## config.mk

```make
export PLATFORM = sky130hd
export DESIGN_NAME = source_text_tokenizer
export DESIGN_NICKNAME = d
export VERILOG_FILES = /design/src/rtl/stl_pkg.sv /design/src/rtl/stl_scan.sv /design/src/rtl/stl_fifo.sv /design/src/rtl/source_text_tokenizer.sv
export VERILOG_INCLUDE_DIRS = /design/src /design/src/rtl
export SDC_FILE = /design/constraint.sdc
export NUM_CORES = 1
export LEC_CHECK = 0
export BUFFER_PORTS_ARGS = -buffer_cell sky130_fd_sc_hd__buf_2
export CAP_MARGIN = 20
export CELL_PAD_IN_SITES_DETAIL_PLACEMENT = 1
export CELL_PAD_IN_SITES_GLOBAL_PLACEMENT = 1
export CORE_ASPECT_RATIO = 1.2
export CORE_MARGIN = 10
export CORE_UTILIZATION = 40
export DETAILED_ROUTE_END_ITERATION = 10
export PLACE_DENSITY_LB_ADDON = 0.15
export SYNTH_ARGS = -nofsm -noshare
export SYNTH_HDL_FRONTEND = slang
export SYNTH_SLANG_ARGS = --single-unit
```

## constraint.sdc

```tcl
create_clock -name clk -period 11.7 [get_ports clk]
set_input_delay 1.17 -clock clk [delete_from_list [all_inputs] [get_ports clk]]
set_output_delay 1.17 -clock clk [all_outputs]
set_load 0.01 [all_outputs]
```

## src/rtl/source_text_tokenizer_defines.svh

```systemverilog
// Assertion macros for the tokeniser. Each expects clk and rst_n in scope.
`ifndef SOURCE_TEXT_TOKENIZER_DEFINES_SVH
`define SOURCE_TEXT_TOKENIZER_DEFINES_SVH

`ifndef SYNTHESIS

`define STL_ASSERT_IMPLIES(label, ante, cons) \
    label: assert property (@(posedge clk) disable iff (!rst_n) (ante) |-> (cons)) \
        else $error("source_text_tokenizer: check failed");

`define STL_ASSERT_NEXT(label, ante, cons) \
    label: assert property (@(posedge clk) disable iff (!rst_n) (ante) |=> (cons)) \
        else $error("source_text_tokenizer: check failed");

`else

`define STL_ASSERT_IMPLIES(label, ante, cons)

`define STL_ASSERT_NEXT(label, ante, cons)

`endif

`endif

```

## src/rtl/stl_pkg.sv

```systemverilog
`timescale 1ns / 1ps
`default_nettype none

package stl_pkg;

    localparam int POSITION_BITS_DEFAULT = 16;
    localparam int MAX_RESULTS           = 3;
    localparam int FIFO_DEPTH            = 4;
    localparam int TDATA_W               = 40;

    // token kinds
    localparam logic [4:0] K_PLUS    = 5'd0;
    localparam logic [4:0] K_MINUS   = 5'd1;
    localparam logic [4:0] K_STAR    = 5'd2;
    localparam logic [4:0] K_SLASH   = 5'd3;
    localparam logic [4:0] K_NEWLINE = 5'd4;
    localparam logic [4:0] K_END     = 5'd5;
    localparam logic [4:0] K_EQ      = 5'd6;
    localparam logic [4:0] K_EQEQ    = 5'd7;
    localparam logic [4:0] K_GT      = 5'd8;
    localparam logic [4:0] K_GTEQ    = 5'd9;
    localparam logic [4:0] K_LT      = 5'd10;
    localparam logic [4:0] K_LTEQ    = 5'd11;
    localparam logic [4:0] K_NOTEQ   = 5'd12;
    localparam logic [4:0] K_STRING  = 5'd13;
    localparam logic [4:0] K_NUMBER  = 5'd14;
    localparam logic [4:0] K_IDENT   = 5'd15;
    localparam logic [4:0] K_ERROR   = 5'd16;

    // error codes
    localparam logic [2:0] ERR_NONE     = 3'd0;
    localparam logic [2:0] ERR_UNKNOWN  = 3'd1;
    localparam logic [2:0] ERR_BAD_STR  = 3'd2;
    localparam logic [2:0] ERR_BAD_NUM  = 3'd3;
    localparam logic [2:0] ERR_UNTERM   = 3'd4;
    localparam logic [2:0] ERR_TOO_LONG = 3'd5;

    // characters
    localparam logic [7:0] CH_NUL       = 8'h00;
    localparam logic [7:0] CH_TAB       = 8'h09;
    localparam logic [7:0] CH_NL        = 8'h0A;
    localparam logic [7:0] CH_CR        = 8'h0D;
    localparam logic [7:0] CH_SPACE     = 8'h20;
    localparam logic [7:0] CH_BANG      = 8'h21;
    localparam logic [7:0] CH_QUOTE     = 8'h22;
    localparam logic [7:0] CH_HASH      = 8'h23;
    localparam logic [7:0] CH_PERCENT   = 8'h25;
    localparam logic [7:0] CH_STAR      = 8'h2A;
    localparam logic [7:0] CH_PLUS      = 8'h2B;
    localparam logic [7:0] CH_MINUS     = 8'h2D;
    localparam logic [7:0] CH_DOT       = 8'h2E;
    localparam logic [7:0] CH_SLASH     = 8'h2F;
    localparam logic [7:0] CH_0         = 8'h30;
    localparam logic [7:0] CH_9         = 8'h39;
    localparam logic [7:0] CH_LT        = 8'h3C;
    localparam logic [7:0] CH_EQ        = 8'h3D;
    localparam logic [7:0] CH_GT        = 8'h3E;
    localparam logic [7:0] CH_UPPER_A   = 8'h41;
    localparam logic [7:0] CH_UPPER_Z   = 8'h5A;
    localparam logic [7:0] CH_BACKSLASH = 8'h5C;
    localparam logic [7:0] CH_LOWER_A   = 8'h61;
    localparam logic [7:0] CH_LOWER_Z   = 8'h7A;

    typedef enum logic [11:0] {
        MODE_IDLE    = 12'b0000_0000_0001,
        MODE_COMMENT = 12'b0000_0000_0010,
        MODE_EQ      = 12'b0000_0000_0100,
        MODE_GT      = 12'b0000_0000_1000,
        MODE_LT      = 12'b0000_0001_0000,
        MODE_BANG    = 12'b0000_0010_0000,
        MODE_INT     = 12'b0000_0100_0000,
        MODE_DOT     = 12'b0000_1000_0000,
        MODE_FRAC    = 12'b0001_0000_0000,
        MODE_IDENT   = 12'b0010_0000_0000,
        MODE_STRING  = 12'b0100_0000_0000,
        MODE_DRAIN   = 12'b1000_0000_0000
    } mode_t;

    typedef struct packed {
        logic [4:0]  token_kind;
        logic [15:0] start_pos;
        logic [15:0] end_pos;
        logic [2:0]  error_code;
        logic        run_last;
    } token_t;

    // tokens caused by one byte, packed from slot 0
    typedef struct packed {
        token_t [MAX_RESULTS-1:0] tok;
        logic [1:0]               count;
    } result_set_t;

endpackage

`default_nettype wire

```

## src/rtl/stl_scan.sv

```systemverilog
`timescale 1ns / 1ps
`default_nettype none

module stl_scan #(
    parameter int POSITION_BITS = stl_pkg::POSITION_BITS_DEFAULT
) (
    input  wire logic                clk,
    input  wire logic                rst_n,
    input  wire logic                accept,
    input  wire logic [7:0]          source_byte,
    input  wire logic                final_byte,
    output stl_pkg::result_set_t     results
);

    localparam int PB = POSITION_BITS;
    localparam logic [PB-1:0] MAX_POS = {PB{1'b1}};

    typedef struct packed {
        stl_pkg::mode_t    mode;
        logic [PB-1:0]     start;
        stl_pkg::token_t   tok;
        logic              v;
    } idle_res_t;

    stl_pkg::mode_t mode_reg, mode_next;
    logic [PB-1:0]  start_reg, start_next;
    logic [PB-1:0]  pos_reg, pos_next;

    function automatic logic [15:0] lo16(input logic [PB-1:0] x);
        logic [31:0] w;
        w = 32'(x);
        return w[15:0];
    endfunction

    function automatic stl_pkg::token_t make_tok(input logic [4:0] kind,
                                                 input logic [PB-1:0] s,
                                                 input logic [PB-1:0] e,
                                                 input logic [2:0] err);
        stl_pkg::token_t t;
        t.token_kind = kind;
        t.start_pos  = lo16(s);
        t.end_pos    = lo16(e);
        t.error_code = err;
        t.run_last   = 1'b0;
        return t;
    endfunction

    function automatic logic is_digit(input logic [7:0] c);
        return (c >= stl_pkg::CH_0) && (c <= stl_pkg::CH_9);
    endfunction

    function automatic logic is_alpha(input logic [7:0] c);
        return ((c >= stl_pkg::CH_LOWER_A) && (c <= stl_pkg::CH_LOWER_Z)) ||
               ((c >= stl_pkg::CH_UPPER_A) && (c <= stl_pkg::CH_UPPER_Z));
    endfunction

    // start of a fresh token at position p
    function automatic idle_res_t scan_idle(input logic [7:0] c, input logic [PB-1:0] p);
        idle_res_t r;
        logic [PB-1:0] p1;
        p1      = p + 1'b1;
        r.mode  = stl_pkg::MODE_IDLE;
        r.start = p;
        r.tok   = make_tok(stl_pkg::K_PLUS, p, p1, stl_pkg::ERR_NONE);
        r.v     = 1'b0;
        unique case (c) inside
            stl_pkg::CH_SPACE, stl_pkg::CH_TAB, stl_pkg::CH_CR: ;
            stl_pkg::CH_HASH:  r.mode = stl_pkg::MODE_COMMENT;
            stl_pkg::CH_PLUS:  r.v = 1'b1;
            stl_pkg::CH_MINUS:
            begin
                r.tok = make_tok(stl_pkg::K_MINUS, p, p1, stl_pkg::ERR_NONE);
                r.v   = 1'b1;
            end
            stl_pkg::CH_STAR:
            begin
                r.tok = make_tok(stl_pkg::K_STAR, p, p1, stl_pkg::ERR_NONE);
                r.v   = 1'b1;
            end
            stl_pkg::CH_SLASH:
            begin
                r.tok = make_tok(stl_pkg::K_SLASH, p, p1, stl_pkg::ERR_NONE);
                r.v   = 1'b1;
            end
            stl_pkg::CH_NL:
            begin
                r.tok = make_tok(stl_pkg::K_NEWLINE, p, p1, stl_pkg::ERR_NONE);
                r.v   = 1'b1;
            end
            stl_pkg::CH_EQ:    r.mode = stl_pkg::MODE_EQ;
            stl_pkg::CH_GT:    r.mode = stl_pkg::MODE_GT;
            stl_pkg::CH_LT:    r.mode = stl_pkg::MODE_LT;
            stl_pkg::CH_BANG:  r.mode = stl_pkg::MODE_BANG;
            stl_pkg::CH_QUOTE:
            begin
                r.start = p1;
                r.mode  = stl_pkg::MODE_STRING;
            end
            [stl_pkg::CH_0:stl_pkg::CH_9]: r.mode = stl_pkg::MODE_INT;
            [stl_pkg::CH_UPPER_A:stl_pkg::CH_UPPER_Z],
            [stl_pkg::CH_LOWER_A:stl_pkg::CH_LOWER_Z]: r.mode = stl_pkg::MODE_IDENT;
            default:
            begin
                r.tok  = make_tok(stl_pkg::K_ERROR, p, p1, stl_pkg::ERR_UNKNOWN);
                r.v    = 1'b1;
                r.mode = stl_pkg::MODE_DRAIN;
            end
        endcase
        return r;
    endfunction

    idle_res_t       idle;
    stl_pkg::mode_t  mode_f, fin_mode;
    logic [PB-1:0]   start_f, fin_start, fin_pos, p, p1;
    stl_pkg::token_t list [4];
    logic [3:0]      list_v;
    logic            do_fin, stay_feed;
    logic [1:0]      n;

    always_comb
    begin
        p    = pos_reg;
        p1   = pos_reg + 1'b1;
        idle = scan_idle(source_byte, p);

        // feed a normal byte
        mode_f    = mode_reg;
        start_f   = start_reg;
        stay_feed = 1'b0;
        list[0]   = idle.tok;
        list[1]   = idle.tok;
        list_v    = 4'b0000;

        unique case (mode_reg)
            stl_pkg::MODE_IDLE:
            begin
                mode_f    = idle.mode;
                start_f   = idle.start;
                list_v[0] = idle.v;
            end
            stl_pkg::MODE_COMMENT:
            begin
                if (source_byte == stl_pkg::CH_NL)
                begin
                    mode_f    = idle.mode;
                    start_f   = idle.start;
                    list_v[0] = idle.v;
                end
            end
            stl_pkg::MODE_EQ, stl_pkg::MODE_GT, stl_pkg::MODE_LT:
            begin
                if (source_byte == stl_pkg::CH_EQ)
                begin
                    list[0] = make_tok(mode_reg == stl_pkg::MODE_EQ ? stl_pkg::K_EQEQ :
                                       mode_reg == stl_pkg::MODE_GT ? stl_pkg::K_GTEQ :
                                       stl_pkg::K_LTEQ, start_reg, p1, stl_pkg::ERR_NONE);
                    list_v[0] = 1'b1;
                    mode_f    = stl_pkg::MODE_IDLE;
                end
                else
                begin
                    list[0] = make_tok(mode_reg == stl_pkg::MODE_EQ ? stl_pkg::K_EQ :
                                       mode_reg == stl_pkg::MODE_GT ? stl_pkg::K_GT :
                                       stl_pkg::K_LT, start_reg, start_reg + 1'b1,
                                       stl_pkg::ERR_NONE);
                    list_v[0] = 1'b1;
                    stay_feed = 1'b1;
                end
            end
            stl_pkg::MODE_BANG:
            begin
                list_v[0] = 1'b1;
                if (source_byte == stl_pkg::CH_EQ)
                begin
                    list[0] = make_tok(stl_pkg::K_NOTEQ, start_reg, p1, stl_pkg::ERR_NONE);
                    mode_f  = stl_pkg::MODE_IDLE;
                end
                else
                begin
                    list[0] = make_tok(stl_pkg::K_ERROR, start_reg, p1, stl_pkg::ERR_UNKNOWN);
                    mode_f  = stl_pkg::MODE_DRAIN;
                end
            end
            stl_pkg::MODE_INT:
            begin
                if (source_byte == stl_pkg::CH_DOT)
                    mode_f = stl_pkg::MODE_DOT;
                else if (!is_digit(source_byte))
                begin
                    list[0]   = make_tok(stl_pkg::K_NUMBER, start_reg, p, stl_pkg::ERR_NONE);
                    list_v[0] = 1'b1;
                    stay_feed = 1'b1;
                end
            end
            stl_pkg::MODE_DOT:
            begin
                if (is_digit(source_byte))
                    mode_f = stl_pkg::MODE_FRAC;
                else
                begin
                    list[0]   = make_tok(stl_pkg::K_ERROR, start_reg, p1,
                                         stl_pkg::ERR_BAD_NUM);
                    list_v[0] = 1'b1;
                    mode_f    = stl_pkg::MODE_DRAIN;
                end
            end
            stl_pkg::MODE_FRAC:
            begin
                if (!is_digit(source_byte))
                begin
                    list[0]   = make_tok(stl_pkg::K_NUMBER, start_reg, p, stl_pkg::ERR_NONE);
                    list_v[0] = 1'b1;
                    stay_feed = 1'b1;
                end
            end
            stl_pkg::MODE_IDENT:
            begin
                if (!is_digit(source_byte) && !is_alpha(source_byte))
                begin
                    list[0]   = make_tok(stl_pkg::K_IDENT, start_reg, p, stl_pkg::ERR_NONE);
                    list_v[0] = 1'b1;
                    stay_feed = 1'b1;
                end
            end
            stl_pkg::MODE_STRING:
            begin
                if (source_byte == stl_pkg::CH_QUOTE)
                begin
                    list[0]   = make_tok(stl_pkg::K_STRING, start_reg, p, stl_pkg::ERR_NONE);
                    list_v[0] = 1'b1;
                    mode_f    = stl_pkg::MODE_IDLE;
                end
                else if (source_byte == stl_pkg::CH_CR || source_byte == stl_pkg::CH_NL ||
                         source_byte == stl_pkg::CH_TAB ||
                         source_byte == stl_pkg::CH_BACKSLASH ||
                         source_byte == stl_pkg::CH_PERCENT)
                begin
                    list[0]   = make_tok(stl_pkg::K_ERROR, start_reg, p1,
                                         stl_pkg::ERR_BAD_STR);
                    list_v[0] = 1'b1;
                    mode_f    = stl_pkg::MODE_DRAIN;
                end
            end
            stl_pkg::MODE_DRAIN: ;
            default: ;
        endcase

        // token closed by this byte, then the byte itself starts afresh
        if (stay_feed)
        begin
            list[1]   = idle.tok;
            list_v[1] = idle.v;
            mode_f    = idle.mode;
            start_f   = idle.start;
        end

        // pick the path for this byte
        fin_mode  = mode_f;
        fin_start = start_f;
        fin_pos   = p1;
        do_fin    = final_byte;
        pos_next  = final_byte ? '0 : p1;
        if (source_byte == stl_pkg::CH_NUL)
        begin
            fin_mode  = mode_reg;
            fin_start = start_reg;
            fin_pos   = p;
            do_fin    = 1'b1;
            list_v[1:0] = 2'b00;
            pos_next  = '0;
        end
        else if (pos_reg == MAX_POS)
        begin
            list[0]     = make_tok(stl_pkg::K_ERROR, MAX_POS, MAX_POS, stl_pkg::ERR_TOO_LONG);
            list_v[0]   = (mode_reg != stl_pkg::MODE_DRAIN);
            list_v[1]   = 1'b0;
            fin_mode    = stl_pkg::MODE_DRAIN;
            fin_start   = start_reg;
            fin_pos     = MAX_POS;
            pos_next    = final_byte ? '0 : MAX_POS;
        end

        // end of source: flush the pending token, then END
        list[2] = make_tok(stl_pkg::K_EQ, fin_start, fin_start + 1'b1, stl_pkg::ERR_NONE);
        unique case (fin_mode)
            stl_pkg::MODE_EQ:  list_v[2] = do_fin;
            stl_pkg::MODE_GT:
            begin
                list[2].token_kind = stl_pkg::K_GT;
                list_v[2]          = do_fin;
            end
            stl_pkg::MODE_LT:
            begin
                list[2].token_kind = stl_pkg::K_LT;
                list_v[2]          = do_fin;
            end
            stl_pkg::MODE_BANG:
            begin
                list[2]   = make_tok(stl_pkg::K_ERROR, fin_start, fin_pos, stl_pkg::ERR_UNKNOWN);
                list_v[2] = do_fin;
            end
            stl_pkg::MODE_INT, stl_pkg::MODE_FRAC:
            begin
                list[2]   = make_tok(stl_pkg::K_NUMBER, fin_start, fin_pos, stl_pkg::ERR_NONE);
                list_v[2] = do_fin;
            end
            stl_pkg::MODE_DOT:
            begin
                list[2]   = make_tok(stl_pkg::K_ERROR, fin_start, fin_pos, stl_pkg::ERR_BAD_NUM);
                list_v[2] = do_fin;
            end
            stl_pkg::MODE_IDENT:
            begin
                list[2]   = make_tok(stl_pkg::K_IDENT, fin_start, fin_pos, stl_pkg::ERR_NONE);
                list_v[2] = do_fin;
            end
            stl_pkg::MODE_STRING:
            begin
                list[2]   = make_tok(stl_pkg::K_ERROR, fin_start, fin_pos, stl_pkg::ERR_UNTERM);
                list_v[2] = do_fin;
            end
            default:   list_v[2] = 1'b0;
        endcase
        list[3]   = make_tok(stl_pkg::K_END, fin_pos, fin_pos, stl_pkg::ERR_NONE);
        list_v[3] = do_fin;

        mode_next  = do_fin ? stl_pkg::MODE_IDLE : fin_mode;
        start_next = do_fin ? '0 : fin_start;

        // pack the valid tokens into the front slots
        results.tok = '0;
        n = 2'd0;
        for (int i = 0; i < 4; i++)
        begin
            if (list_v[i] && (n != 2'd3))
            begin
                results.tok[n] = list[i];
                n = n + 2'd1;
            end
        end
        if (n != 2'd0)
            results.tok[n - 2'd1].run_last = 1'b1;
        results.count = n;
    end

    always_ff @(posedge clk or negedge rst_n)
    begin
        if (!rst_n)
        begin
            mode_reg  <= stl_pkg::MODE_IDLE;
            start_reg <= '0;
            pos_reg   <= '0;
        end
        else if (accept)
        begin
            mode_reg  <= mode_next;
            start_reg <= start_next;
            pos_reg   <= pos_next;
        end
    end

endmodule

`default_nettype wire

```

## src/rtl/stl_fifo.sv

```systemverilog
`timescale 1ns / 1ps
`default_nettype none

module stl_fifo (
    input  wire logic                 clk,
    input  wire logic                 rst_n,
    input  wire logic                 push,
    input  wire stl_pkg::result_set_t results,
    input  wire logic                 out_ready,
    output logic                      out_valid,
    output stl_pkg::token_t           out_tok,
    output logic                      room
);

    localparam int DEPTH = stl_pkg::FIFO_DEPTH;
    localparam int PTR_W = $clog2(DEPTH);
    localparam int CNT_W = $clog2(DEPTH + 1);

    stl_pkg::token_t  mem_reg [DEPTH];
    logic [PTR_W-1:0] head_reg;
    logic [CNT_W-1:0] count_reg;
    logic [CNT_W-1:0] push_n;
    logic [PTR_W-1:0] tail;
    logic             pop;

    assign out_valid = (count_reg != '0);
    assign out_tok   = mem_reg[head_reg];
    assign pop       = out_valid && out_ready;
    // a whole byte's worth of tokens must fit
    assign room      = (count_reg <= CNT_W'(DEPTH - stl_pkg::MAX_RESULTS));
    assign push_n    = push ? CNT_W'(results.count) : '0;
    assign tail      = head_reg + count_reg[PTR_W-1:0];

    always_ff @(posedge clk)
    begin
        for (int i = 0; i < stl_pkg::MAX_RESULTS; i++)
        begin
            if (push && (2'(i) < results.count))
                mem_reg[tail + PTR_W'(i)] <= results.tok[i];
        end
    end

    always_ff @(posedge clk or negedge rst_n)
    begin
        if (!rst_n)
        begin
            head_reg  <= '0;
            count_reg <= '0;
        end
        else
        begin
            if (pop)
                head_reg <= head_reg + 1'b1;
            count_reg <= count_reg + push_n - CNT_W'(pop);
        end
    end

endmodule

`default_nettype wire

```

## src/rtl/source_text_tokenizer.sv

```systemverilog
`timescale 1ns / 1ps
`default_nettype none

// Streaming tokeniser: one source byte per transaction in, tokens out as kind,
// start and end position (end exclusive, low 16 bits) with an error code. A
// byte is taken every cycle as long as each byte yields at most one token and
// m_tready is high; a byte can yield up to three tokens, as when it closes a
// token and ends the source, which the four-entry result queue absorbs (input
// is taken while three slots are free). Tokens of one byte leave in order, the
// last of them flagged by m_tlast. A byte's tokens are queued when it is taken.
// A zero byte or s_tlast ends the source with END and restarts at position 0;
// after an error the rest of the source is dropped. No pass after reset is
// needed.
module source_text_tokenizer #(
    parameter int POSITION_BITS = stl_pkg::POSITION_BITS_DEFAULT
) (
    input  wire logic                         clk,
    input  wire logic                         rst_n,
    input  wire logic                         s_tvalid,
    output logic                              s_tready,
    input  wire logic [7:0]                   s_tdata,  // [7:0] source_byte
    input  wire logic                         s_tlast,  // final_byte
    output logic                              m_tvalid,
    input  wire logic                         m_tready,
    // [15:0] start_pos, [31:16] end_pos, [34:32] error_code, [39:35] zero
    output logic [stl_pkg::TDATA_W-1:0]       m_tdata,
    output logic [4:0]                        m_tuser,  // [4:0] token_kind
    output logic                              m_tlast   // run_last
);

`include "source_text_tokenizer_defines.svh"

    stl_pkg::result_set_t results;
    stl_pkg::token_t      out_tok;
    logic                 accept;

    assign accept = s_tvalid && s_tready;

    stl_scan #(
        .POSITION_BITS(POSITION_BITS)
    ) u_scan (
        .clk         (clk),
        .rst_n       (rst_n),
        .accept      (accept),
        .source_byte (s_tdata),
        .final_byte  (s_tlast),
        .results     (results)
    );

    stl_fifo u_fifo (
        .clk       (clk),
        .rst_n     (rst_n),
        .push      (accept),
        .results   (results),
        .out_ready (m_tready),
        .out_valid (m_tvalid),
        .out_tok   (out_tok),
        .room      (s_tready)
    );

    assign m_tdata = {5'b0, out_tok.error_code, out_tok.end_pos, out_tok.start_pos};
    assign m_tuser = out_tok.token_kind;
    assign m_tlast = out_tok.run_last;

    // END always closes the tokens of its byte and spans nothing
    `STL_ASSERT_IMPLIES(a_end_last, m_tvalid && (m_tuser == stl_pkg::K_END), m_tlast)
    `STL_ASSERT_IMPLIES(a_end_empty, m_tvalid && (m_tuser == stl_pkg::K_END), m_tdata[15:0] == m_tdata[31:16])
    `STL_ASSERT_IMPLIES(a_err_only_on_error, m_tvalid && (m_tuser != stl_pkg::K_ERROR), m_tdata[34:32] == stl_pkg::ERR_NONE)
    // a zero byte always queues END
    `STL_ASSERT_NEXT(a_nul_gives_result, accept && (s_tdata == stl_pkg::CH_NUL), m_tvalid)

endmodule

`default_nettype wire

```

---- Yosys cells after proc, flatten, opt, wreduce, memory -nomap -nowiden ----
Memories as Yosys holds them, arrays and structs flattened.
Cells that the tools add are included.
W data, S select, Z words.
storage, ports and cells
  flip-flop bits (word level) ............. 49
  bits in writable memories ............... 164
  bits of input ports ..................... 13
  output and inout port bits .............. 48
  word-level logic and storage cells ...... 203
  memories ................................ 1
memory list
  memory          words  width  rd ports  clocked after Yosys merged registers in  wr ports  RTL line        RTL
  u_fifo.mem_reg  4      41     1         0                                        3         stl_fifo.sv:19  stl_pkg::token_t mem_reg [DEPTH];
operators by class
  add/subtract/negate cells ............... 13
  $lt $le $gt $ge ......................... 18
  equal/unequal tests ..................... 42
  multiplexer cells ....................... 87
  reductions and logical operators ........ 37
operators by type and width
  operator                 number
  $mux W41                 14
  $bwmux W123              4
  $mux W123                4
  $demux W41 S2            4
  $pmux W41 S7             1
  $pmux W41 S5             1
  $mux W16                 12
  $mux W12                 11
  $pmux W12 S9             1
  $eq A8 B6 Y1 const B     13
  $pmux W12 S7             1
  $pmux W20 S4             1
  $add A16 B1 Y16 const B  3
  $pmux W16 S2             1
  $pmux W5 S5              1
  $eq A12 B10 Y1 const B   2
  $eq A12 B11 Y1 const B   2
  $eq A12 B3 Y1 const B    2
  $eq A12 B4 Y1 const B    2
  $eq A12 B5 Y1 const B    2
  $eq A12 B6 Y1 const B    2
  $eq A12 B7 Y1 const B    2
  $eq A12 B8 Y1 const B    2
  $eq A12 B9 Y1 const B    2
  other kinds (44)         107

---- Longest topological paths before layout ----
  depth in word-level cells ............... 27
  gate-level depth with buffers ........... 34
  mapped depth without buffers ............ 27

---- By module ----
A second synthesis with hierarchy kept.
second synthesis, totals
  cells, all modules ...................... 2020
  area total of the unflattened synthesis .. 17996.0 um2
by module, submodules not included
  module                 times used  cells each  area an instance (um2)  seq. area each (um2)
  stl_fifo               1           703         9389.0                  5049.8
  stl_scan               1           1310        8559.5                  1102.3
  source_text_tokenizer  1           7           47.5                    0.0

---- Least setup slack after synthesis ----
OpenSTA, ideal clock, no wires.
  path type ............................... input -> register
  start ................................... in s_tdata[4]
  end ..................................... mem u_fifo.mem_reg[0][0] in the netlist's numbering (enable)
  library setup time ...................... 0.507 ns
  data arrival time ....................... 9.592 ns
  data required time ...................... 11.193 ns
  path slack .............................. 1.602 ns
  stages on the path ...................... 27
  cells stage by stage .................... buf_6 or4b_4 or3_4 a31oi_4 nand2_1 o21ai_0 nor2_1 clkbuf_1 clkbuf_1 ha_1 clkbuf_1 and3_1 clkbuf_1 o21ai_0 o21ai_0 inv_1 ha_1 clkbuf_1 nor3b_1 inv_1 a211oi_1 a41o_1 or3_1 buf_2 clkbuf_1 nand2_1 a221oi_1
RTL lines
  item                RTL line                     RTL
  start: declaration  source_text_tokenizer.sv:21  input wire logic [7:0] s_tdata,
  end: declaration    stl_fifo.sv:19

==> reports/qor.csv <==
metric;value;unit
status;finished clean;
CTS tree;built;
H-tree depth;1;
hold_sp;u_fifo.count_reg[2];
post-CTS setup buffers;0;
Area Overhead vs Synth;8.869;%
Reg2Reg Setup Slack;2550;ps
Unique masters post-synth;101;
Synthesis Warnings;0;
vias in the first global route;17950;
Post-route DRC;0;
Max Root-Sink Buffers;3;
VDD IR max;187.3;uV
Slew Limit Fails;0;
Rows;86;
worst reg2reg endpoint;u_fifo.mem_reg[3][14];
Overflow after GRT;0;
setup ws final;2551;ps
Place WS;2519;ps
Starting Density;0.4053;
hpwl dp;60840;um
final wirelength;82140;um
ANT nets after route;0;
Crit Path Max Fanout;17;
WP data required;12020;ps
Inserted Diodes;0;
RSZ-0062 raised after global routing;false;
die area;55620;um2
RR Startpoint;u_scan.p[1];
Final Hold Viols;0;
setup TNS;0;ps
Worst-Margin Slew;1221;ps
CTS Buf Count;26;
nets@finish;2085;
Detailed Route Iter0 Violations;2039;
root buffer cell;clkbuf_16;
clock sinks;213;
Max Clock Freq;109.3;MHz
Crit. End Element;register;
Avg WL per Cell;30.50;um
Hold Path Stages;1;
hold endpoint;u_fifo.count_reg[2];
global-route wire length before repair;122200;um
most frequent cell after synthesis;mux2i_1;
number of hold-repair buffers added at the cts stage;0;
CTS clock-pin slew for the worst setup and hold paths;60;ps
final core utilization;0.4412;
synthesized cell area;18620;um2
Tmin final;9149;ps
pin count of the biggest net entering global routing;50;
final setup vio count;0;
Crit path arrival time;9470;ps
Via density;6.648;
Max-Cap Viols;0;
Top FF cell, synth;edfxtp_1;
share of layout cells above drive strength 1;0.1420;
CP startpoint kind;register;
post_cts resized;0;
GR Util All Layers;0.2858;
Vias;17900;
final worst path period share;0.7820;
I/O pin count;61;
post-synthesis register bit count;213;
port buffer count;55;
cells after synthesis;2093;
Seq/Total Area, Yosys;0.3304;
ys async rst share;0.2300;
Slew HR;0.1858;
P per Cell Area;381.2;nW/um2
DIE WIDTH;217.0;um
max FFs per register;164;
Die H;256.4;um
Tot Pwr;7728;uW
clk_skew;21.94;ps
Leak;0.007895;uW
area fraction of the dominant cell type after synthesis;0.2645;
antenna violations before repair;0;
DRT Pass-1 Iters;5;
Core Area;45950;um2
WS Path Type;register to register;
Synth area leaders;edfxtp_1 26%, mux2i_1 12%, dfrtp_1 6.5%, mux4_2 5.0%, a21oi_1 4.3%;
RD Place Congestion;0.9852;
Hold Path Class;register to register;
per-instance average area after synthesis;8.897;um2
cell taking the most area after synthesis;edfxtp_1;
Clock Latency Late Sink;570;ps
worst-case reg-to-reg path depth;23;
EDFF count, synth;164;
Post-synth top cells;231 x mux2i_1, 195 x nand2_1, 184 x nor2_1;
-- cells by family after synthesis --
| kind of cell | synth area share |
|---|---|
| AO/OA/AOI/OAI | 0.2036 |
| multiplexers | 0.1959 |
| other | 0.0002014 |
| XOR/XNOR | 0.03245 |
| flip-flops | 0.3304 |
| adder cells (fa/ha/maj) | 0.01048 |
| buffers and inverters | 0.05187 |
| AND/OR/NAND/NOR | 0.1751 |
-- cell type report --
class / count / area [um2]
fill: 5306 / 25670
multi-input combinational: 1659 / 11630
sequential: 213 / 6155
tap: 616 / 770.7
timing repair buffer: 115 / 745.7
clock buffer: 33 / 698.2
inverter: 42 / 157.7
clock inverter: 15 / 112.6
-- layout by cell type (no fill, tap or decap), types with 12 or more instances in the layout --
master     netlist  final
ha_1            14     14
dfrtp_1         48     46
o21ai_0        158    156
mux4_2          41     41
o21ai_1         16     15
buf_4           15     59
xor2_1          20     20
a211oi_1        21     21
nand4_1         25     25
a21o_1          14     14
o211ai_1        14     14
a22oi_1         19     19
clkbuf_16        0     27
mux2i_1        231    231
and2_1          12     13
a21oi_1        161    159
or3_1           17     17
nand2_1        195    193
nor3_1          34     34
nor2_1         184    184
o21a_1          12     12
buf_2           34     55
xnor2_1         49     48
mux2_2          34     34
inv_1           41     41
o31ai_1         16     16
and3_1          22     20
edfxtp_1       164    164
a31oi_1         21     21
nor4_1          23     22
nand3_1         55     55
o22ai_1         50     50
-- worst max-delay path, stage by stage (launching register included) --
cell and delay, ps:
dfrtp_1 590, ha_1 450, nand3_1 320, nor2_1 530, nand4_1 600, nor2_1 650
a21oi_1 110, a31oi_1 280, nand3_1 220, nor4_1 680, a21o_1 430, o21ai_0 130
buf_4 200, o21ai_0 230, inv_1 150, ha_1 340, nor3b_1 240, inv_1 80
a211oi_1 230, a41o_1 120, or3_1 490, nand4_1 910, buf_4 570, mux2_2 320
-- layer usage --
layer,vias to the layer above,GRT usage,part of all wire
met4,0,0.1023,0.038
met2,808,0.4647,0.47
li1,7830,-,-
met3,158,0.03392,0.070
met5,-,0,0
met1,9108,0.3830,0.42
-- report_power, final --
part	leakage (uW)	total [uW]	internal, uW	switching [uW]
sequential	0.00217	1500	1380	129
combinational	0.00534	5430	1860	3570
clock	0.000387	796	444	352
-- metrics by stage --
stage	hold WS, ps	area [um2]	cells
after floorplan	447.5	18640	2097
after global placement	464.8	19430	2644
after detailed placement	480.4	19460	2645
after CTS	492.9	20270	2693
after global routing	515.4	20270	2693
final	487.2	20270	2693
-- how the worst max path moves through the flow --
stage / start / to / slack [ps]
after CTS: u_scan.p[1] / u_fifo.mem_reg[3][14] / 2780
after global routing: u_scan.p[1] / u_fifo.mem_reg[3][12] / 1980
after global placement: s_tdata[4] / u_fifo.mem_reg[3][12] / 2730
after floorplan: s_tdata[4] / u_fifo.mem_reg[0][0] / 1600
after detailed placement: s_tdata[0] / u_fifo.mem_reg[3][14] / 2520
final: u_scan.p[1] / u_fifo.mem_reg[3][14] / 2550
(Power assumes the default switching activity.)
